[config.mk]
export PLATFORM = sky130hd
export DESIGN_NAME = refrigeration_unit_sequencer_unit
export DESIGN_NICKNAME = d
export VERILOG_FILES = /design/src/rtl/ruseq_pkg.sv /design/src/rtl/refrigeration_unit_sequencer_unit.sv
export SDC_FILE = /design/constraint.sdc
export NUM_CORES = 1
export LEC_CHECK = 0
export BUFFER_PORTS_ARGS = -buffer_cell sky130_fd_sc_hd__buf_2
export CAP_MARGIN = 20
export CORE_AREA = 2 2 140 142
export DETAILED_ROUTE_END_ITERATION = 8
export DIE_AREA = 0 0 142 144
export GPL_TIMING_DRIVEN = 0
export PLACE_DENSITY = 0.84
export SYNTH_ARGS = -nofsm -noshare
export SYNTH_HDL_FRONTEND = slang
export SYNTH_SLANG_ARGS = --single-unit
[constraint.sdc]
create_clock -name clk -period 4.5 [get_ports clk]
set_clock_uncertainty 0.1 [all_clocks]
set_input_delay 0.45 -clock clk [delete_from_list [all_inputs] [get_ports clk]]
set_output_delay 0.45 -clock clk [all_outputs]
set_load 0.05 [all_outputs]
[src/rtl/ruseq_pkg.sv]
// Package for the refrigeration unit sequencer.
// Holds timer and hysteresis constants, register indexes and the result word layout.
// No dependencies.
`default_nettype none

package ruseq_pkg;

  localparam int TEMP_HYST   = 2;
  localparam int TIMER_WIDTH = 16;
  localparam int CFG_WIDTH   = 16;
  localparam int CFG_IDX_W   = 3;
  localparam int TEMP_W      = 8;
  localparam int OUT_BYTES_W = 8;

  typedef logic [TIMER_WIDTH-1:0] timer_t;

  typedef enum logic [CFG_IDX_W-1:0] {
    REG_SETPOINT    = 3'd0,
    REG_HEAT_MODE   = 3'd1,
    REG_RUN_ENABLE  = 3'd2,
    REG_FAN_CYCLE   = 3'd3,
    REG_MAX_RUN     = 3'd4,
    REG_RECOVERY    = 3'd5,
    REG_VALVE_LEAD  = 3'd6,
    REG_START_DELAY = 3'd7
  } cfg_reg_t;

  // Result word, lowest bit last.
  typedef struct packed {
    logic unit_active;
    logic temp_reached;
    logic heater_on;
    logic valve_on;
    logic fan_on;
    logic compressor_on;
  } out_word_t;

endpackage

`default_nettype wire

[src/rtl/refrigeration_unit_sequencer_unit.sv]
// Top level of the refrigeration unit sequencer: hysteresis flag, fan cycling,
// start delay, run cap and recovery, all updated once per accepted tick word.
// Depends on ruseq_pkg.
`default_nettype none

// Channel   Direction  Payload (low bit first)                         Handshake
// in_       slave      temperature[7:0] signed                         tvalid/tready
// out_      master     compressor, fan, valve, heater, reached, active tvalid/tready
// cfg_      write      index[2:0], wdata[15:0]                         wen only
//
// One tick word per clock unless out_ stalls: the state update and the result
// pass through the sequencer logic into the result register, so a word accepted at
// one edge shows on out_ after that edge. The result register parts the two
// sides; in_tready drops only while a result waits and out_tready is low.
// Reset (synchronous, rst_n low) clears all state but the result word and loads the register defaults.

module refrigeration_unit_sequencer_unit (
  input  wire                                 clk,
  input  wire                                 rst_n,
  input  wire                                 in_tvalid,
  output logic                                in_tready,
  input  wire  [ruseq_pkg::TEMP_W-1:0]        in_tdata,    // [7:0] temperature
  output logic                                out_tvalid,
  input  wire                                 out_tready,
  // [0] compressor_on [1] fan_on [2] valve_on [3] heater_on [4] temp_reached
  // [5] unit_active [7:6] zero
  output logic [ruseq_pkg::OUT_BYTES_W-1:0]   out_tdata,
  input  wire                                 cfg_wen,
  input  wire  [ruseq_pkg::CFG_IDX_W-1:0]     cfg_index,
  input  wire  [ruseq_pkg::CFG_WIDTH-1:0]     cfg_wdata
);
  import ruseq_pkg::*;

  // Configuration registers.
  logic signed [7:0] setpoint_r;
  logic              heat_mode_r;
  logic              run_enable_r;
  timer_t            fan_cycle_r, max_run_r, recovery_r, valve_lead_r, start_delay_r;

  // Sequencer state.
  logic   reached_r, active_r, comp_r, fan_r, valve_r, heater_r, mode_seen_r;
  timer_t fan_cnt_r, start_cnt_r, run_cnt_r, recover_cnt_r;

  logic   reached_nxt, active_nxt, comp_nxt, fan_nxt, valve_nxt, heater_nxt, mode_seen_nxt;
  timer_t fan_cnt_nxt, start_cnt_nxt, run_cnt_nxt, recover_cnt_nxt;

  // Result register.
  logic      out_valid_r;
  out_word_t out_word_r, out_word_nxt;

  logic in_fire;
  assign in_tready  = !out_valid_r || out_tready;
  assign in_fire    = in_tvalid && in_tready;
  assign out_tvalid = out_valid_r;
  assign out_tdata  = {{(OUT_BYTES_W - $bits(out_word_t)){1'b0}}, out_word_r};

  // Thresholds one bit wider than the setpoint so they never wrap.
  logic signed [8:0] temp_x, sp_x, sp_hi, sp_lo;
  assign temp_x = {in_tdata[TEMP_W-1], in_tdata};
  assign sp_x   = {setpoint_r[7], setpoint_r};
  assign sp_hi  = sp_x + 9'(TEMP_HYST);
  assign sp_lo  = sp_x - 9'(TEMP_HYST);

  always_comb begin
    logic run_start;
    reached_nxt     = reached_r;
    active_nxt      = active_r;
    comp_nxt        = comp_r;
    fan_nxt         = fan_r;
    valve_nxt       = valve_r;
    heater_nxt      = heater_r;
    mode_seen_nxt   = mode_seen_r;
    fan_cnt_nxt     = fan_cnt_r;
    start_cnt_nxt   = start_cnt_r;
    run_cnt_nxt     = run_cnt_r;
    recover_cnt_nxt = recover_cnt_r;
    run_start       = 1'b0;

    // Hysteresis flag, cooling or heating sense.
    if (!heat_mode_r) begin
      if (temp_x <= sp_x)      reached_nxt = 1'b1;
      else if (temp_x > sp_hi) reached_nxt = 1'b0;
    end else begin
      if (temp_x >= sp_x)      reached_nxt = 1'b1;
      else if (temp_x < sp_lo) reached_nxt = 1'b0;
    end

    // Toggle the condenser fan while the compressor rests.
    if (active_r && !comp_r && reached_nxt) begin
      if (fan_cnt_r < fan_cycle_r) begin
        fan_cnt_nxt = fan_cnt_r + 1'b1;
      end else begin
        fan_cnt_nxt = '0;
        fan_nxt     = !fan_r;
      end
    end

    if (run_enable_r) begin
      if (heat_mode_r != mode_seen_r) begin
        // Mode change: take the new mode and drop out.
        mode_seen_nxt = heat_mode_r;
        start_cnt_nxt = '0;
        active_nxt    = 1'b0;
        comp_nxt      = 1'b0;
        fan_nxt       = 1'b0;
      end else begin
        if (active_r) begin
          if (run_cnt_r < max_run_r)           run_cnt_nxt     = run_cnt_r + 1'b1;
          else if (recover_cnt_r < recovery_r) recover_cnt_nxt = recover_cnt_r + 1'b1;
          else                                 run_start       = 1'b1;
        end else begin
          run_start = 1'b1;
        end

        // Start sequence: count the delay, start the compressor at its end, set valve and heater at the lead point.
        if (run_start) begin
          if (start_cnt_r < start_delay_r) start_cnt_nxt = start_cnt_r + 1'b1;
          if (start_cnt_nxt == start_delay_r && !reached_nxt) begin
            comp_nxt        = 1'b1;
            fan_nxt         = 1'b1;
            start_cnt_nxt   = '0;
            run_cnt_nxt     = '0;
            recover_cnt_nxt = '0;
            active_nxt      = 1'b1;
          end else if (valve_lead_r <= start_delay_r &&
                       start_cnt_nxt == start_delay_r - valve_lead_r) begin
            valve_nxt  = heat_mode_r;
            heater_nxt = !heat_mode_r;
          end
        end

        // Cap the run, or stop once the temperature is reached.
        if (active_r && (run_cnt_nxt == max_run_r || reached_nxt)) comp_nxt = 1'b0;
      end
    end else if (active_r) begin
      // Disabled while engaged: stop all but the valve.
      start_cnt_nxt = '0;
      active_nxt    = 1'b0;
      comp_nxt      = 1'b0;
      fan_nxt       = 1'b0;
      heater_nxt    = 1'b0;
    end

    out_word_nxt.compressor_on = comp_nxt;
    out_word_nxt.fan_on        = fan_nxt;
    out_word_nxt.valve_on      = valve_nxt;
    out_word_nxt.heater_on     = heater_nxt;
    out_word_nxt.temp_reached  = reached_nxt;
    out_word_nxt.unit_active   = active_nxt;
  end

  // Configuration writes.
  always_ff @(posedge clk) begin
    if (!rst_n) begin
      setpoint_r    <= 8'sd4;
      heat_mode_r   <= 1'b0;
      run_enable_r  <= 1'b1;
      fan_cycle_r   <= TIMER_WIDTH'(300);
      max_run_r     <= TIMER_WIDTH'(3600);
      recovery_r    <= TIMER_WIDTH'(300);
      valve_lead_r  <= TIMER_WIDTH'(10);
      start_delay_r <= TIMER_WIDTH'(180);
    end else if (cfg_wen) begin
      case (cfg_reg_t'(cfg_index))
        REG_SETPOINT:    setpoint_r    <= cfg_wdata[7:0];
        REG_HEAT_MODE:   heat_mode_r   <= cfg_wdata[0];
        REG_RUN_ENABLE:  run_enable_r  <= cfg_wdata[0];
        REG_FAN_CYCLE:   fan_cycle_r   <= TIMER_WIDTH'(cfg_wdata);
        REG_MAX_RUN:     max_run_r     <= TIMER_WIDTH'(cfg_wdata);
        REG_RECOVERY:    recovery_r    <= TIMER_WIDTH'(cfg_wdata);
        REG_VALVE_LEAD:  valve_lead_r  <= TIMER_WIDTH'(cfg_wdata);
        REG_START_DELAY: start_delay_r <= TIMER_WIDTH'(cfg_wdata);
        default: ;
      endcase
    end
  end

  // Advance the state once per accepted word; hold the result until taken.
  always_ff @(posedge clk) begin
    if (!rst_n) begin
      reached_r     <= 1'b0;
      active_r      <= 1'b0;
      comp_r        <= 1'b0;
      fan_r         <= 1'b0;
      valve_r       <= 1'b0;
      heater_r      <= 1'b0;
      mode_seen_r   <= 1'b0;
      fan_cnt_r     <= '0;
      start_cnt_r   <= '0;
      run_cnt_r     <= '0;
      recover_cnt_r <= '0;
      out_valid_r   <= 1'b0;
    end else begin
      if (in_fire) begin
        reached_r     <= reached_nxt;
        active_r      <= active_nxt;
        comp_r        <= comp_nxt;
        fan_r         <= fan_nxt;
        valve_r       <= valve_nxt;
        heater_r      <= heater_nxt;
        mode_seen_r   <= mode_seen_nxt;
        fan_cnt_r     <= fan_cnt_nxt;
        start_cnt_r   <= start_cnt_nxt;
        run_cnt_r     <= run_cnt_nxt;
        recover_cnt_r <= recover_cnt_nxt;
        out_valid_r   <= 1'b1;
      end else if (out_tready) begin
        out_valid_r   <= 1'b0;
      end
    end
  end

  always_ff @(posedge clk) begin
    if (in_fire) out_word_r <= out_word_nxt;
  end

  // The compressor only runs while the cycle is engaged.
  a_comp_needs_active: assert property (@(posedge clk) disable iff (!rst_n)
    comp_r |-> active_r) else $error("compressor on while unit not engaged");

  // An accepted word always leaves a result pending.
  a_fire_gives_result: assert property (@(posedge clk) disable iff (!rst_n)
    in_fire |=> out_valid_r) else $error("accepted word produced no result");

  // The result word mirrors the state that was computed along with it.
  a_result_matches_state: assert property (@(posedge clk) disable iff (!rst_n)
    in_fire |=> (out_word_r.compressor_on == comp_r && out_word_r.unit_active == active_r))
    else $error("result word differs from sequencer state");

  // A cleared enable disengages the unit on the next word.
  a_disable_stops: assert property (@(posedge clk) disable iff (!rst_n)
    (in_fire && !run_enable_r) |=> !active_r) else $error("unit stayed engaged while disabled");

endmodule

`default_nettype wire

---- Word-level counts from Yosys, hierarchy flattened ----
Cells that the tools add are included.
word-level totals
  flip-flop bits (word level) ............. 168
  bits in latches ......................... 0
  RAM bits ................................ 0
  ROM bits ................................ 0
  bits of input ports ..................... 32
  output and inout bits ................... 10
  memories kept ........................... 0
cells by class
  add/subtract/negate cells ............... 7
  $mul .................................... 0
  divide/modulo/power cells ............... 0
  magnitude comparators ................... 9
  eq/ne operators ......................... 12
  shift operators ......................... 0
  multiplexer cells ....................... 61
  bitwise operators ....................... 1
  reductions and logical operators ........ 28
operator list
  cell                     count
  $mux W16                 21
  $add A16 B1 Y16 const B  4
  $lt A16 B16 Y1           4
  $eq A16 B16 Y1           3
  $mux W1                  40
  $reduce_and A2 Y1        9
  $le A16 B16 Y1           1
  $sub A16 B16 Y16         1
  $eq A3 B3 Y1 const B     4
  $add A8 B3 Y9 const B    1
  $gt A8 B9 Y1             1
  $lt A8 B9 Y1             1
  $reduce_and A3 Y1        3
  $sub A8 B3 Y9 const B    1
  $ge A8 B8 Y1             1
  $le A8 B8 Y1             1
  $eq A3 B2 Y1 const B     2
  $logic_and A1 B1 Y1      6
  $logic_not A1 Y1         5
  $reduce_bool A2 Y1       2
  $eq A3 B1 Y1 const B     1
  $logic_not A3 Y1         1
  $ne A3 B1 Y1 const B     1
  $logic_or A1 B1 Y1       2
  other kinds (2)          2

---- Depth between registers and ports, before layout ----
Gate-level depths: netlist (run 1).
  depth in word-level cells ............... 21
  gate-level depth with buffers ........... 20
  gate-level depth less buffers ........... 18

---- Worst setup path after synthesis (run 1) ----
No wires, ideal clock.
  path kind ............................... reg-to-reg
  start ................................... register start_delay_r[1]
  end ..................................... register out_word_r (netlist bit out_tdata[0]), data pin
  setup time .............................. 0.256 ns
  data arrival time ....................... 3.819 ns
  data required time ...................... 4.144 ns
  path slack .............................. 0.325 ns
  stages on the path, launching flop included .. 14
  buffers on the path ..................... 0
  period minus slack after synthesis ...... 4.175 ns
  cell sequence ........................... dfxtp_1 -> inv_1 -> ha_1 -> a2111oi_4 -> o311ai_4 -> a2111oi_4 -> nor3b_1 -> or3_4 -> nor4b_4 -> nand3_4 -> a311o_1 -> a222oi_1 -> nand4_1 -> a22o_1
between the ends
  longest elaborated chain between the ends .. 17
  elaborated cells between the ends (all ways) .. 19
ends and longest elaborated chain
  what                     RTL line                                  source
  from (decl)              refrigeration_unit_sequencer_unit.sv:38   timer_t fan_cycle_r, max_run_r, recovery_r, valve_lead_r, start_delay_r;
  from (signal assigned)   refrigeration_unit_sequencer_unit.sv:172  REG_START_DELAY: start_delay_r <= TIMER_WIDTH'(cfg_wdata);
  $lt A16 B16 Y1           refrigeration_unit_sequencer_unit.sv:117  if (start_cnt_r < start_delay_r) start_cnt_nxt = start_cnt_r + 1'b1;
  $mux W16                 refrigeration_unit_sequencer_unit.sv:117
  $mux W16                 refrigeration_unit_sequencer_unit.sv:116  if (run_start) begin
  $mux W16                 refrigeration_unit_sequencer_unit.sv:99   if (heat_mode_r != mode_seen_r) begin
  $mux W16                 refrigeration_unit_sequencer_unit.sv:98   if (run_enable_r) begin
  $eq A16 B16 Y1 (*)       refrigeration_unit_sequencer_unit.sv:118  if (start_cnt_nxt == start_delay_r && !reached_nxt) begin
  $logic_and A1 B1 Y1 (*)  refrigeration_unit_sequencer_unit.sv:118
  $mux W16                 refrigeration_unit_sequencer_unit.sv:118
  (+2 left out)            -
  $mux W16                 refrigeration_unit_sequencer_unit.sv:98
  $eq A16 B16 Y1           refrigeration_unit_sequencer_unit.sv:133  if (active_r && (run_cnt_nxt == max_run_r || reached_nxt)) comp_nxt = 1'b0;
  $logic_or A1 B1 Y1       refrigeration_unit_sequencer_unit.sv:133
  $logic_and A1 B1 Y1      refrigeration_unit_sequencer_unit.sv:133
  $mux W1 (*)              refrigeration_unit_sequencer_unit.sv:133
  $mux W1 (*)              refrigeration_unit_sequencer_unit.sv:99
  $mux W1 (*)              refrigeration_unit_sequencer_unit.sv:98
  net comp_nxt             refrigeration_unit_sequencer_unit.sv:44   logic reached_nxt, active_nxt, comp_nxt, fan_nxt, valve_nxt, heater_nxt, mode_seen_nxt;
  to (signal assigned)     refrigeration_unit_sequencer_unit.sv:214  if (in_fire) out_word_r <= out_word_nxt;
  to (decl)                refrigeration_unit_sequencer_unit.sv:49   out_word_t out_word_r, out_word_nxt;
Mark *: on every way through the listed nets, which the timed path passes. The rest lies on a longest branch. The select of a mux whose other input is x is not followed.
A chain may end at the register's enable or synchronous reset.

---- Worst setup path in the final report (run 1) ----
  start ................................... register start_delay_r[15]
  end ..................................... register out_word_r (netlist bit out_tdata[0]), data pin
The elaborated chain is that of the path after synthesis.

==> run metrics, run 1 <==
crit start category flip-flop; Max clock buf depth 2; DR pass1 iterations 5; switching part of the total 29.7%; final hold violations 0; RSZ-0062 raised after global routing true; core area 0.0191 mm2; Worst-Skew Late Latency 0.44 ns; Pwr Density 261 mW/mm2; period utilisation layout 98.6%; # DRC 0; final wirelength 33600 um; Mean Syn Cell Area 7.86 um2; Initial Utilization 61.8%; worst reg2reg setup slack 0.06 ns; Slew Viols, Final 0; Design Area, Final 0.0132 mm2; Crit. Startpoint start_delay_r[15]; FP Rows 51; Internal 2.42 mW; Final ANT Viol Nets 0; most area-consuming cells after synthesis dfxtp_1 (28%), ha_1 (11%), nand2_1 (8.0%), xnor2_1 (5.0%), a21boi_0 (5.0%); CTS HTree Levels 4; vias in the first global route 10700; gr usage total 32.3%; #FFs+latches synth 168; largest net degree at the start of global routing 19; Rel. slew slack 37.2%; power share of the combinational group 13.1%; Reg2Reg Launch Point start_delay_r[15]; status completed; root buffer cell clkbuf_16; Placed Instances 1774; hold_sp in_tvalid; worst slew pin tran 0.935 ns; Filler Cell Count 1484; number of CTS-inserted buffers 17; hpwl dp 24500 um; port bufs 36; HP Class input pin to flip-flop; final std cells w/o fill 1824; clock share of power 42.2%; post-synth top area share 27.5%; commonest non-fill, non-tap cell in the layout nand2_1; Area Growth Syn to Fin 12.0%; CTS tree built; number of DRC markers in iteration 0 1060; Yosys warning total 0; required time worst endpoint 4.59 ns; Mapped Cells 1499; Crit Reg-Reg Endpoint out_tdata[0]; vias per cell 6.19; die height 144 um; sequential share of the synthesized area 29.1%; commonest non-fill, non-tap cells in the layout nand2_1 (250), dfxtp_1 (152), ha_1 (105); first-pass GRT wire length 52500 um; hold path depth 3; Max Cap Viol 0; cell taking the most area after synthesis dfxtp_1; Pleak 5.20 nW; worst setup path class flip-flop to flip-flop; Post-synth ARST share 0%; Sw Pwr 1.02 mW; ant diodes 0; Hold EP out_tvalid; Avg WL per Cell 18.4 um; EDFF count, synth 6; setup violators final 0; Total Nets Final 1711; Mapped Area 0.0118 mm2; Area after DPL 0.0123 mm2; Worst R2R Path Depth 14; initial antenna violation count 0; Reg clk slew, reported paths 0.07 ns; Die Footprint 0.0204 mm2; Flop pwr share 44.7%; layout cell share with drive strength beyond 1 9.90%; global route overflow 0; ys flop type dfxtp_1; highest clock rate 225 MHz; maximum VDD drop 313 uV; min Tclk post-route 4.44 ns; crit-path max FO 6; routed vias 11300; Die Wd 142 um; Netlist cell types 78; Ports 42; Placer Congestion 0.977; total clock sinks 168; Critical Path AT 4.53 ns; crit end category flip-flop
-- cell usage after synthesis, types with 6 or more instances --
master and n:
nand2_1 251, dfxtp_1 162, ha_1 105, inv_1 103
a21boi_0 78, nor2_1 77, xnor2_1 67, clkbuf_1 65
a21oi_1 64, o21ai_0 63, nand3_1 47, xor2_1 45
nor3_1 38, nor2b_1 28, and3_1 27, o211ai_1 26
a21o_1 23, nand4_1 20, or3_1 15, o21a_1 14
a31oi_1 13, and2_1 12, nand2b_1 12, nor4_1 12
a211o_1 10, a211oi_1 9, or2_2 8, mux2i_1 7
a22oi_1 6, and4_1 6, edfxtp_1 6
-- through the flow --
stage	setup TNS (ns)	setup slack (ns)	total power [mW]	utilization (%)	hold WS, ns
after floorplan	0	0.325	1.86	-	0.343
after global placement	-14.76	-0.477	1.98	64.3	0.350
after detailed placement	-20.42	-0.546	1.99	64.3	0.357
after CTS	0	0.0131	3.42	68.0	0.176
after global routing	-0.123	-0.0578	3.55	69.2	0.183
final	0	0.0611	3.45	69.2	0.180
-- flip-flops by register name (all words and copies together) (netlist names), 6 cells and up --
signal         flops
valve_lead_r      16
start_cnt_r       16
max_run_r         16
setpoint_r         8
start_delay_r     16
fan_cnt_r         16
run_cnt_r         16
recover_cnt_r     16
out_tdata          6
recovery_r        16
fan_cycle_r       16
-- area by class of cell --
cell class / instances / area (um2) / area share [%]
Multi-Input combinational cell: 1155 / 7860 / 59.6
Buffer: 69 / 284 / 2.15
Clock inverter: 15 / 156 / 1.19
Tap cell: 238 / 298 / 2.26
Sequential cell: 168 / 3440 / 26.1
Clock buffer: 17 / 425 / 3.22
Inverter: 105 / 395 / 3.00
Timing Repair Buffer: 57 / 338 / 2.56
-- critical path, stage by stage, from the launching register on --
cell and delay [ns]:
dfxtp_2 0.41, inv_1 0.06, ha_1 0.29, nand4_1 0.17, or3_1 0.46, and3_1 0.20
o21ai_1 0.21, mux2i_1 0.16, or3_4 0.42, nor4b_4 0.38, nand3_4 0.21, a311o_1 0.33
a222oi_1 0.36, nand4_1 0.20, a22o_1 0.25
-- power groups by stage --
stage	combinational, mW	clock (mW)	sequential (mW)
3_3_place_gp	0.410	0	1.57
4_1_cts	0.431	1.45	1.54
6_report	0.452	1.46	1.54
5_1_grt	0.486	1.52	1.54
3_5_place_dp	0.421	0	1.57
2_1_floorplan	0.279	0	1.58
-- how the worst max path moves through the flow --
| stage | end | depth (start not counted) |
|---|---|---|
| 6_report | out_tdata[0] | 14 |
| 5_1_grt | out_tdata[0] | 16 |
| 4_1_cts | out_tdata[0] | 15 |
| 3_5_place_dp | start_cnt_r[10] | 19 |
| 3_3_place_gp | run_cnt_r[6] | 19 |
| 2_1_floorplan | out_tdata[0] | 13 |
-- routing by layer --
layer / vias to the layer above / routed length [um] / global-route usage [%]
li1: 5360 / - / -
met1: 5243 / 13700 / 40.0
met2: 530 / 15200 / 53.5
met3: 152 / 2840 / 6.42
met4: 0 / 1900 / 16.9
met5: - / 0 / 0
-- timing repair --
action | CTS | global route
hold buffers | 0 | 0
endpoints found under the hold margin | 0 | 0
pin swaps | 9 | 8
gates resized for setup | 25 | 33
endpoints found under the setup margin | 68 | 44
buffers inserted | 9 | 12
-- cells by family (layout without fill, tap and decap cells) --
group                    after synthesis  in the layout  share of synthesized area (%)
buffers and inverters                177            263                           5.80
other                                  1              2                         0.0318
adder cells (fa/ha/maj)              106            106                           11.3
flip-flops                           168            168                           29.1
AND/OR/NAND/NOR                      575            575                           23.5
XOR/XNOR                             116            116                           9.09
AO/OA/AOI/OAI                        347            347                           20.5
multiplexers                           9              9                          0.786
Power figures use the tool's default switching activity.
==> run 2: changes to the inputs <==
--- a/config.mk
+++ b/config.mk
@@ -7,11 +7,12 @@
 export LEC_CHECK = 0
 export BUFFER_PORTS_ARGS = -buffer_cell sky130_fd_sc_hd__buf_2
 export CAP_MARGIN = 20
-export CORE_AREA = 2 2 140 142
+export CORE_AREA = 2 2 202 204
+export CTS_CLUSTER_SIZE = 8
 export DETAILED_ROUTE_END_ITERATION = 8
-export DIE_AREA = 0 0 142 144
+export DIE_AREA = 0 0 204 206
 export GPL_TIMING_DRIVEN = 0
-export PLACE_DENSITY = 0.84
+export PLACE_DENSITY = 0.48
 export SYNTH_ARGS = -nofsm -noshare
 export SYNTH_HDL_FRONTEND = slang
 export SYNTH_SLANG_ARGS = --single-unit
==> run 2 against run 1 <==
Combinational power increased by 5.5%. Total power down 0.56%. Hold slack lost 0.022 ns. Critical path type unchanged. Count of clock-buffer cells in the layout up 5. Final cell count increased by 17%.
==> run metrics, run 2 (synthesized netlist as in run 1, its figures left out) <==
min Tclk post-route 4.36 ns (-0.0766 ns); crit end category flip-flop; Rel. slew slack 35.5% (-1.7 points); period utilisation layout 96.9% (-1.7 points); Reg clk slew, reported paths 0.07 ns (about the same); HP Class input pin to flip-flop; crit-path max FO 7 (+1); port bufs 36 (unchanged); ant diodes 0 (unchanged); hpwl dp 29200 um (+19%); worst reg2reg setup slack 0.14 ns (+0.08 ns); status completed; Total Nets Final 1730 (+1.1%); routed vias 10700 (-5.3%); core area 0.0402 mm2 (+110%); crit start category flip-flop; worst slew pin tran 0.960 ns (+0.0252 ns); Die Footprint 0.0420 mm2 (+110%); required time worst endpoint 4.60 ns (about the same); setup violators final 0 (unchanged); Pwr Density 246 mW/mm2 (-6.1%); CTS HTree Levels 4 (unchanged); initial antenna violation count 1 (+1); layout cell share with drive strength beyond 1 13.2% (+3.3 points); Pleak 5.33 nW (+2.5%); Worst-Skew Late Latency 0.45 ns (about the same); first-pass GRT wire length 59200 um (+13%); Slew Viols, Final 0 (unchanged); die height 206 um (+43%); Placer Congestion 0.900 (-7.8%); Max clock buf depth 2 (unchanged); Die Wd 204 um (+44%); Final ANT Viol Nets 0 (unchanged); final hold violations 0 (unchanged); post-layout power 3.43 mW (-0.56%); number of CTS-inserted buffers 17 (unchanged); Avg WL per Cell 17.8 um (-3.7%); Critical Path AT 4.47 ns (-0.06 ns); total clock sinks 168 (unchanged); hold path depth 3 (unchanged); global route overflow 0 (unchanged); Design Area, Final 0.0140 mm2 (+5.9%); Reg2Reg Launch Point start_delay_r[5]; worst setup path class flip-flop to flip-flop; commonest non-fill, non-tap cells in the layout nand2_1 (250), dfxtp_1 (143), ha_1 (98); Max Cap Viol 0 (unchanged); vias per cell 5.00 (-19%); Worst R2R Path Depth 13 (-1); vias in the first global route 10400 (-2.2%); largest net degree at the start of global routing 17 (-2); highest clock rate 229 MHz (+1.8%); Area after DPL 0.0126 mm2 (+3.0%); commonest non-fill, non-tap cell in the layout nand2_1; final wirelength 37900 um (+13%); root buffer cell clkbuf_16; RSZ-0062 raised after global routing true; Area Growth Syn to Fin 18.5%; # DRC 0 (unchanged); DR pass1 iterations 8 (+3); hold_sp in_tvalid; Filler Cell Count 4284 (+190%); Crit Reg-Reg Endpoint out_tdata[0]; maximum VDD drop 302 uV (-3.6%); Initial Utilization 29.3% (-32 points); Hold EP out_tvalid; gr usage total 18.3% (-14 points); FP Rows 74 (+45%); number of DRC markers in iteration 0 632 (-40%); Hold-fix buffers, CTS 0 (unchanged); Ports 42 (unchanged); CTS tree built
## run 2: cell types whose count changed in the layout (fill, tap and decap cells not counted), moves of 4 or more
cell / previous run / this run
ha_1: 105 / 98
nor3_4: 2 / 6
dfxtp_4: 1 / 15
dfxtp_1: 152 / 143
inv_8: 4 / 0
dfxtp_2: 9 / 4
buf_4: 24 / 39
ha_4: 0 / 7
inv_2: 1 / 7
inv_1: 102 / 95
## run 2: area by class of cell
class | count | area, um2 | area share (%)
timing repair buffer | 76 | 494 | 3.54
sequential | 168 | 3480 | 24.9
inverter | 105 | 397 | 2.84
clock inverter | 10 | 83.8 | 0.600
tap | 532 | 666 | 4.77
multi-input combinational | 1155 | 8100 | 58.0
clock buffer | 22 | 454 | 3.25
buffer | 69 | 292 | 2.09
## run 2: per-layer routing
metal	vias up	GRT usage (%)	part of all wire, %
met2	187	31.0	47
met4	2	6.63	2.8
met3	52	2.78	3.3
li1	5409	-	-
met1	5042	23.7	47
met5	-	0	0.037
## run 2: critical path, cell delays in order (launching register included)
cell and delay [ns]:
dfxtp_2 0.36, inv_2 0.09, ha_4 0.27, nand4_1 0.16, o311ai_4 0.59, a2111oi_4 0.20
nor3b_2 0.20, or3_4 0.35, nor4b_4 0.36, nand3_4 0.22, a311o_1 0.38, a222oi_1 0.38
nand4_1 0.22, a22o_1 0.23
## run 2: how the worst max path moves through the flow
stage                      start      endpoint  slack (ns)
2_1_floorplan   start_delay_r[1]  out_tdata[0]        0.32
5_1_grt         start_delay_r[1]  out_tdata[0]       -0.06
6_report        start_delay_r[5]  out_tdata[0]        0.14
3_3_place_gp       setpoint_r[3]  out_tdata[0]       -0.93
4_1_cts        start_delay_r[13]  out_tdata[0]       0.004
3_5_place_dp       setpoint_r[3]  out_tdata[0]       -0.97
## run 2: timing repair
action,CTS,global route
pin swaps,11,32
resized for setup,50,80
setup buffers,10,30
endpoints found under the setup margin,72,45
## run 2: through the flow
step	hold slack (ns)	std cells	utilization, %	TNS (ns)	setup slack [ns]
6_report	0.158	2137	34.8	0	0.138
5_1_grt	0.154	2137	34.8	-0.108	-0.0617
4_1_cts	0.136	2108	33.4	0	0.00400
2_1_floorplan	0.343	1500	-	0	0.325
3_5_place_dp	0.359	2068	31.4	-45.74	-0.969
3_3_place_gp	0.350	2068	31.4	-42.74	-0.929
## run 2: power by group
| group | internal, mW | total [mW] | switching [mW] | leakage, nW |
|---|---|---|---|---|
| clock | 0.733 | 1.42 | 0.682 | 0.261 |
| combinational | 0.179 | 0.477 | 0.297 | 3.69 |
| sequential | 1.51 | 1.54 | 0.0233 | 1.38 |
==> run 3: changes to the inputs <==
==> constraint.sdc (replaced) <==
create_clock -name clk -period 4.8 [get_ports clk]
set_clock_uncertainty 0.1 [all_clocks]
set_input_delay 0.48 -clock clk [delete_from_list [all_inputs] [get_ports clk]]
set_output_delay 0.48 -clock clk [all_outputs]
set_load 0.05 [all_outputs]
==> run 3 against run 2 <==
Fmax fell by 7.3%. Non-clock buffer count fell by 27. Core utilization fell by 1.4 points. Total power fell by 6.6%. Die area did not move. Combinational power fell by 10%. Count of clock-buffer cells in the layout did not move. Sequential share of layout area rose by 0.64 points. Register-to-register slack got worse by 0.04 ns. Critical path depth rose by 4. Worst setup slack got worse by 0.044 ns. Critical path type unchanged. Largest power group unchanged.
==> run metrics, run 3 (synthesized netlist as in run 1, its figures left out) <==
status completed; core area 0.0402 mm2 (unchanged); Worst R2R Path Depth 17 (+4); Die Footprint 0.0420 mm2 (unchanged); Max clock buf depth 2 (unchanged); Crit Reg-Reg Endpoint out_tdata[0]; DR top layer met5; Flop pwr share 45.2% (+0.4 points); Sw Pwr 936 uW (-6.7%); Die Wd 204 um (unchanged); number of CTS-inserted buffers 17 (unchanged); routed vias 10700 (-0.065%); first-pass GRT wire length 59000 um (-0.28%); Reg clk slew, reported paths 0.07 ns (about the same); initial antenna violation count 1 (unchanged); clock share of power 41.4% (about the same); met3 WL 1330 um (+5.4%); final hold violations 0 (unchanged); CTS HTree Levels 4 (unchanged); hold_sp in_tvalid; Slew Viols, Final 0 (unchanged); Ports 42 (unchanged); Reg2Reg Launch Point start_delay_r[1]; number of DRC markers in iteration 0 620 (-1.9%); min Tclk post-route 4.71 ns (+0.344 ns); Placed Instances 2068 (unchanged); # DRC 0 (unchanged); Critical Path AT 4.81 ns (+0.34 ns); Total Nets Final 1704 (-1.5%); DR pass1 iterations 5 (-3); vias per cell 5.06 (+1.1%); final wirelength 37700 um (-0.75%); FP Rows 74 (unchanged); highest clock rate 213 MHz (-7.3%); Final ANT Viol Nets 0 (unchanged); RSZ-0062 raised after global routing true; Pleak 5.13 nW (-3.7%); Area Growth Syn to Fin 13.9%; vias in the first global route 10400 (-0.21%); largest net degree at the start of global routing 17 (unchanged); power share of the combinational group 13.4% (-0.5 points); Initial Utilization 29.3% (unchanged); gr usage total 18.3% (-0.049 points); total clock sinks 168 (unchanged); Internal 2.27 mW (-6.5%); root buffer cell clkbuf_16; maximum VDD drop 282 uV (-6.5%); required time worst endpoint 4.90 ns (+0.30 ns); Hold EP out_tvalid; Worst-Skew Late Latency 0.45 ns (about the same); port bufs 36 (unchanged); Max Cap Viol 0 (unchanged); layout cell share with drive strength beyond 1 8.49% (-4.7 points); worst slew pin tran 0.943 ns (-0.0171 ns); wl on met1 17700 um (-0.30%); commonest non-fill, non-tap cell in the layout nand2_1; Final Core Density 33.4% (-1.4 points); Placer Congestion 0.900 (unchanged); period utilisation layout 98.0% (+1.1 points); Rel. slew slack 36.6% (+1.1 points); switching part of the total 29.2% (-0.035 points); worst setup path class flip-flop to flip-flop; crit-path max FO 10 (+3); Hold-fix buffers, CTS 0 (unchanged); Filler Cell Count 4316 (+0.75%); commonest non-fill, non-tap cells in the layout nand2_1 (251), dfxtp_1 (154), ha_1 (105); Avg WL per Cell 17.8 um (+0.42%); Pwr Density 239 mW/mm2 (-2.7%); met2 wire length 17500 um (-2.2%); hold path depth 3 (unchanged); final std cells w/o fill 2112 (-1.2%); worst reg2reg setup slack 0.09 ns (-0.04 ns); setup violators final 0 (unchanged); die height 206 um (unchanged); global route overflow 0 (unchanged); hpwl dp 29200 um (unchanged); HP Class input pin to flip-flop; crit start category flip-flop; CTS tree built; crit end category flip-flop
==> run 3: cell types whose count changed in the layout (fill, tap and decap cells not counted), moves of 4 or more <==
cell	change
dfxtp_4	-15
dfxtp_2	+4
nor3_4	-4
inv_2	-7
inv_1	+8
buf_4	-23
ha_4	-7
ha_1	+7
dfxtp_1	+11
==> run 3: how the worst max path moves through the flow <==
stage                       from            to  slack (ns)  cells after the start
3_3_place_gp       setpoint_r[3]  out_tdata[0]       -0.63                     18
3_5_place_dp       setpoint_r[3]  out_tdata[0]       -0.67                     19
4_1_cts        start_delay_r[12]  out_tdata[0]       -0.05                     15
2_1_floorplan   start_delay_r[1]  out_tdata[0]        0.62                     13
6_report        start_delay_r[1]  out_tdata[0]        0.09                     17
5_1_grt         start_delay_r[1]  out_tdata[0]       -0.06                     16
==> run 3: worst max-delay path, stage by stage (launching register included) <==
cell and delay (ns):
dfxtp_2 0.43, inv_1 0.07, ha_1 0.33, a2111oi_4 0.41, o311ai_4 0.23, buf_4 0.22
a2111oi_4 0.34, buf_4 0.21, xnor2_1 0.12, o221ai_1 0.17, nor4b_4 0.29, buf_4 0.19
nand3_4 0.15, buf_4 0.25, mux2i_1 0.13, a22oi_1 0.33, nand4_1 0.23, a22o_1 0.24
==> run 3: through the flow <==
stage / power (mW) / setup TNS [ns] / hold WS (ns) / instance area, um2 / worst slack (ns)
2_1_floorplan: 1.74 / 0 / 0.343 / 11800 / 0.625
3_3_place_gp: 1.89 / -22.08 / 0.350 / 12600 / -0.629
3_5_place_dp: 1.89 / -24.70 / 0.359 / 12600 / -0.669
4_1_cts: 3.23 / -0.0519 / 0.166 / 13200 / -0.0519
5_1_grt: 3.34 / -0.0565 / 0.185 / 13400 / -0.0565
6_report: 3.20 / 0 / 0.188 / 13400 / 0.0942
==> run 3: power by group through the flow <==
stage / clock network [mW] / registers (mW) / logic, mW
finish: 1.33 / 1.45 / 0.429
global placement: 0 / 1.48 / 0.411
floorplan: 0 / 1.48 / 0.262
global route: 1.42 / 1.45 / 0.471
CTS: 1.36 / 1.45 / 0.420
detailed placement: 0 / 1.48 / 0.414
==> run 3: timing repair <==
| item | in CTS | in global routing |
|---|---|---|
| setup buffers | 1 | 11 |
| pin swaps | 2 | 7 |
| cloned | 0 | 1 |
| endpoints found under the hold margin | 0 | 0 |
| resized for setup | 19 | 24 |
| setup endpoints to repair | 68 | 53 |
==> run 3: area by class of cell <==
cell class                      instances  area [um2]  area share [%]
Antenna cell                            1        2.50          0.0186
Clock inverter                         10        83.8           0.625
Multi-Input combinational cell       1156        7830            58.3
Tap cell                              532         666            4.96
Clock buffer                           22         454            3.38
Inverter                              105         394            2.94
Sequential cell                       168        3430            25.6
Timing Repair Buffer                   48         270            2.01
Buffer                                 70         288            2.14
==> run 3: routing by layer <==
layer,track usage [%],vias up
li1,-,5360
met1,23.6,5071
met2,30.7,201
met3,2.70,51
met4,7.22,2
met5,0,-
